--- src/hw/rtl/lmsp_pkg.sv ---
// Shared types and constants for the LED matrix scan/PWM driver.
// No dependencies; imported by the controller, the datapath and the top level.
`timescale 1ns / 1ps

package lmsp_pkg;

    localparam int DEF_PANEL_WIDTH = 32;
    localparam int DEF_ROW_PAIRS   = 16;
    localparam int DEF_PWM_PHASES  = 8;

    localparam int ACTION_W   = 2;
    localparam int COORD_W    = 5;
    localparam int LEVEL_W    = 4;
    localparam int PIX_W      = 3 * LEVEL_W;
    localparam int ROW_ADDR_W = 4;

    typedef enum logic [ACTION_W-1:0] {
        ACT_SET   = 2'd0,
        ACT_CLEAR = 2'd1,
        ACT_FLASH = 2'd2,
        ACT_SCAN  = 2'd3
    } action_t;

    typedef enum logic {
        KIND_COLUMN = 1'b0,
        KIND_LATCH  = 1'b1
    } item_kind_t;

    // Controller to datapath
    typedef struct packed {
        logic set_wr;       // write the accepted pixel into the back frame
        logic fill_load;    // capture the clear level
        logic init_wr;      // zero both frames at the sweep address
        logic fill_wr;      // write the clear level at the sweep address
        logic copy_rd;      // read back frame at the sweep address for flash
        logic issue_col;    // read one column pair into the pipeline
        logic issue_latch;  // push the latch beat and advance row/phase
    } lmsp_cmd_t;

    // Datapath to controller
    typedef struct packed {
        logic sweep_last;
        logic col_last;
        logic s1_free;
    } lmsp_status_t;

    function automatic logic lit(input logic [LEVEL_W-1:0] level,
                                 input logic [LEVEL_W-1:0] thr);
        return level > thr;
    endfunction

endpackage

--- src/hw/rtl/lmsp_ctrl.sv ---
// Sequencing state machine for the LED matrix driver: clearing pass, fill,
// flash copy and row scan. Depends on lmsp_pkg.
`timescale 1ns / 1ps

module lmsp_ctrl
    import lmsp_pkg::*;
(
    input  logic                aclk,
    input  logic                aresetn,
    input  logic                s_valid,
    input  logic [ACTION_W-1:0] s_action,
    input  lmsp_status_t        status,
    output logic                s_ready,
    output lmsp_cmd_t           cmd
);

    typedef enum logic [2:0] {
        ST_INIT,
        ST_IDLE,
        ST_FILL,
        ST_COPY,
        ST_SCAN_COL,
        ST_SCAN_LATCH
    } state_t;

    state_t state_reg;
    logic   accept;

    assign s_ready = (state_reg == ST_IDLE);
    assign accept  = s_ready && s_valid;

    always_comb begin
        cmd             = '0;
        cmd.set_wr      = accept && (s_action == ACT_SET);
        cmd.fill_load   = accept && (s_action == ACT_CLEAR);
        cmd.init_wr     = (state_reg == ST_INIT);
        cmd.fill_wr     = (state_reg == ST_FILL);
        cmd.copy_rd     = (state_reg == ST_COPY);
        cmd.issue_col   = (state_reg == ST_SCAN_COL) && status.s1_free;
        cmd.issue_latch = (state_reg == ST_SCAN_LATCH) && status.s1_free;
    end

    always_ff @(posedge aclk) begin
        if (!aresetn) begin
            state_reg <= ST_INIT;
        end else begin
            case (state_reg)
                ST_INIT: begin
                    if (status.sweep_last) state_reg <= ST_IDLE;
                end
                ST_IDLE: begin
                    if (accept) begin
                        case (s_action)
                            ACT_CLEAR: state_reg <= ST_FILL;
                            ACT_FLASH: state_reg <= ST_COPY;
                            ACT_SCAN:  state_reg <= ST_SCAN_COL;
                            default:   state_reg <= ST_IDLE;
                        endcase
                    end
                end
                ST_FILL, ST_COPY: begin
                    if (status.sweep_last) state_reg <= ST_IDLE;
                end
                ST_SCAN_COL: begin
                    if (cmd.issue_col && status.col_last) state_reg <= ST_SCAN_LATCH;
                end
                ST_SCAN_LATCH: begin
                    if (status.s1_free) state_reg <= ST_IDLE;
                end
                default: state_reg <= ST_INIT;
            endcase
        end
    end

endmodule

--- config.mk ---
export PLATFORM = sky130hd
export DESIGN_NAME = lmsp_ctrl
export DESIGN_NICKNAME = d
export VERILOG_FILES = /design/src/hw/rtl/lmsp_pkg.sv /design/src/hw/rtl/lmsp_ctrl.sv
export SDC_FILE = /design/constraint.sdc
export NUM_CORES = 1
export LEC_CHECK = 0
export BUFFER_PORTS_ARGS = -buffer_cell sky130_fd_sc_hd__clkbuf_2
export CAP_MARGIN = 20
export CELL_PAD_IN_SITES_DETAIL_PLACEMENT = 1
export CELL_PAD_IN_SITES_GLOBAL_PLACEMENT = 1
export CORE_AREA = 2 2 39 41
export CTS_BUF_LIST = sky130_fd_sc_hd__clkbuf_16
export CTS_CLUSTER_SIZE = 8
export DETAILED_ROUTE_END_ITERATION = 16
export DIE_AREA = 0 0 41 43
export PLACE_DENSITY_LB_ADDON = 0.1
export SLEW_MARGIN = 25
export SYNTH_ARGS = -nofsm -noshare
export SYNTH_HDL_FRONTEND = slang
export SYNTH_SLANG_ARGS = --single-unit
--- constraint.sdc ---
create_clock -name aclk -period 3.87 [get_ports aclk]
set_input_delay 0.5805 -clock aclk [delete_from_list [all_inputs] [get_ports aclk]]
set_output_delay 0.5805 -clock aclk [all_outputs]
set_load 0.05 [all_outputs]
==> metrics.txt <==
PostCTS Resize Cnt 0; final slew viol count 0; row count 14; Synth Area in Compound Gates 14.5%; Synth cell types 22; Synth Area in Adders 16.1%; Num CTS Buffers 3; dominant cell type by area after synthesis dfxtp_1; Longest Clk Path Bufs 2; via count 332; CP Capture Type output pin; Synth Area per Inst 8.42 um^2; Tightest Hold Check Type in -> reg; Port Buffers 15; r2r startpoint state_reg[0]$_SDFFE_PN0P_; Max-Slew Margin vs Limit 70.1%; DRT iter0 DRCs 4; Critical Path Slowest Stage Cell dfxtp_1; final net count 67; f_max 476 MHz; max-cap viol count 0; RSZ-0062 raised after global routing false; fin crit period 2.10 ns; DR vias/cell 4.74; period utilization 54.3%; chip height 43 um; Hold Startpoint aresetn; status finished clean; Leak 0.000246 uW; Core Area 1380 um^2; setup repair bufs after CTS 0; IR drop worst, VDD 0.160 mV; top cell type's share of synthesized area 19.3%; DP HPWL 689 um; WP data arrival 1.52 ns; Die X 41 um; initial antenna violation count 0; largest family of logic cells by synthesized area simple AND/OR/NAND/NOR gates; Layout fillers 174; Cell Chain, Critical Path nor3b_2, and3_1, clkbuf_2; vias in the first global route 343; Crit path largest cell delay 0.51 ns; largest net degree at the start of global routing 12; later-pin clock latency in the skew report 0.22 ns; final WL 952 um; Layout area overhead 50.6%; Layout Cells excl Fill 70; crit path kind reg -> out; Clock Sinks 3; reg-to-reg endpoint state_reg[0]$_SDFFE_PN0P_; TritonCTS clock tree built; Final setup violation count 0; wire length per cell 13.6 um; hold endpoint state_reg[1]$_SDFFE_PN0P_; full die area 1760 um^2; total global-route track usage 13.4%; post-synthesis mux area share 6.43%; power density cells 625 nW/um^2; critical path data required time 3.29 ns; clock transition time at the flip-flop clock pins of the worst setup and hold paths 0.03 ns; sequential share of the synthesized area 19.3%; synth top area cells dfxtp_1 19%, ha_1 16%, a211oi_4 6.4%; starting density of the core 22.5%; Root Driver clkbuf_16; area occupied by multi-input gates 224 um^2; CP delay by family, top flip-flops; syn_nets 49; cell count after placement 66; most frequent cells in the layout 15 x clkbuf_2, 4 x inv_1, 4 x nand2_1, 4 x ha_1; global-route wire length before repair 1.57 mm; synthesized cell area 312 um^2; most common cell after layout, fill and taps aside clkbuf_2; total gr overflow 0; share of layout cells above drive strength 1 38.9%; Post-CTS Hold Fix Bufs 0; 1st-pass router iterations 4; Worst Hold Depth 2; IO Count 16; synthesized flop and latch total 3; Antenna Diode Count 0; FF-to-FF setup slack 2.42 ns; worst-path fanout max 11; CP startpoint kind register; H-Tree Depth 1; FF-to-FF path depth 4; global placer's final weighted congestion 0.666; worst-margin pin slew 0.448 ns; ANT nets after route 0; Post-Synthesis Cells 37; setup TNS 0 ns; number of remaining DRC errors 0; max reg flops 3; final hold violations 0; worst path buffer plus inverter count 1; FF+latch area 60.1 um^2; XOR/XNOR Fraction of Synth Area 0%; clock skew 0.00236 ns; post-synthesis simple-gate area fraction 34.9%; Syn. warnings 0
## logic make-up after synthesis
group | count (synthesis)
adders and majority gates | 4
muxes | 2
buffers and inverters | 5
AOI/OAI and AO/OA | 5
and+or+nand+nor | 18
DFF | 3
## stage by stage
stage          hold WS, ns  power [uW]  utilization, %  worst slack (ns)  cell area [um^2]
6_report             0.616         293            33.9              1.77               469
5_1_grt              0.635         305            33.9              1.66               469
4_1_cts              0.615         296            33.9              1.77               469
3_5_place_dp         0.605         131            28.2              1.94               390
3_3_place_gp         0.587         129            28.2              1.99               390
2_1_floorplan        0.580         116               -              1.51               312
## where the power goes
part	switching [uW]	internal (uW)
Clock	27.9	133
Sequential	11.0	35.3
Combinational	57.5	28.3
Total	96.4	197
## synth_stat cells
library cell,number
mux2i_1,2
buf_6,1
a31oi_1,1
a311oi_1,1
inv_1,3
nor3b_1,1
ha_1,4
nor2_1,1
and3b_1,1
buf_2,1
and3_1,3
a21oi_1,1
or4_1,1
nand2b_2,1
nand2_1,4
o21ai_0,1
nor3b_2,1
nor3_1,3
nand3_1,1
and2_1,1
dfxtp_1,3
a211oi_4,1
## area by class of cell
| class | instances | share of cell area, % |
|---|---|---|
| inverters | 3 | 2.40 |
| clock buffers | 3 | 16.0 |
| repair buffers | 15 | 16.0 |
| multi-input cells | 29 | 47.7 |
| flip-flops and latches | 3 | 12.8 |
| clock inverters | 1 | 0.800 |
| well taps | 16 | 4.27 |
## how the worst max path moves through the flow
stage                     slack, ns  endpoint  cells past startpoint                       from
after global routing           1.66    cmd[5]                      3  state_reg[0]$_SDFFE_PN0P_
after floorplan                1.51    cmd[5]                      3  state_reg[2]$_SDFFE_PN0P_
after global placement         1.99    cmd[6]                      5                s_action[0]
final                          1.77    cmd[6]                      3  state_reg[0]$_SDFFE_PN0P_
after detailed placement       1.94    cmd[6]                      5                s_action[0]
after CTS                      1.77    cmd[6]                      3  state_reg[0]$_SDFFE_PN0P_
## per-layer routing
metal | up-vias | GRT usage (%) | wire length [um]
met4 | 0 | 8.00 | 16
li1 | 164 | - | -
met2 | 12 | 20.6 | 485
met1 | 153 | 16.0 | 404
met3 | 3 | 3.14 | 45
met5 | - | 0 | 0
## worst register-to-register path, stage by stage (launching register included)
cell,delay [ns]
dfxtp_1,0.51
nand2b_2,0.15
or4_1,0.43
nand3_1,0.13
mux2i_1,0.10
No activity file was read; power rests on OpenSTA's default activity.
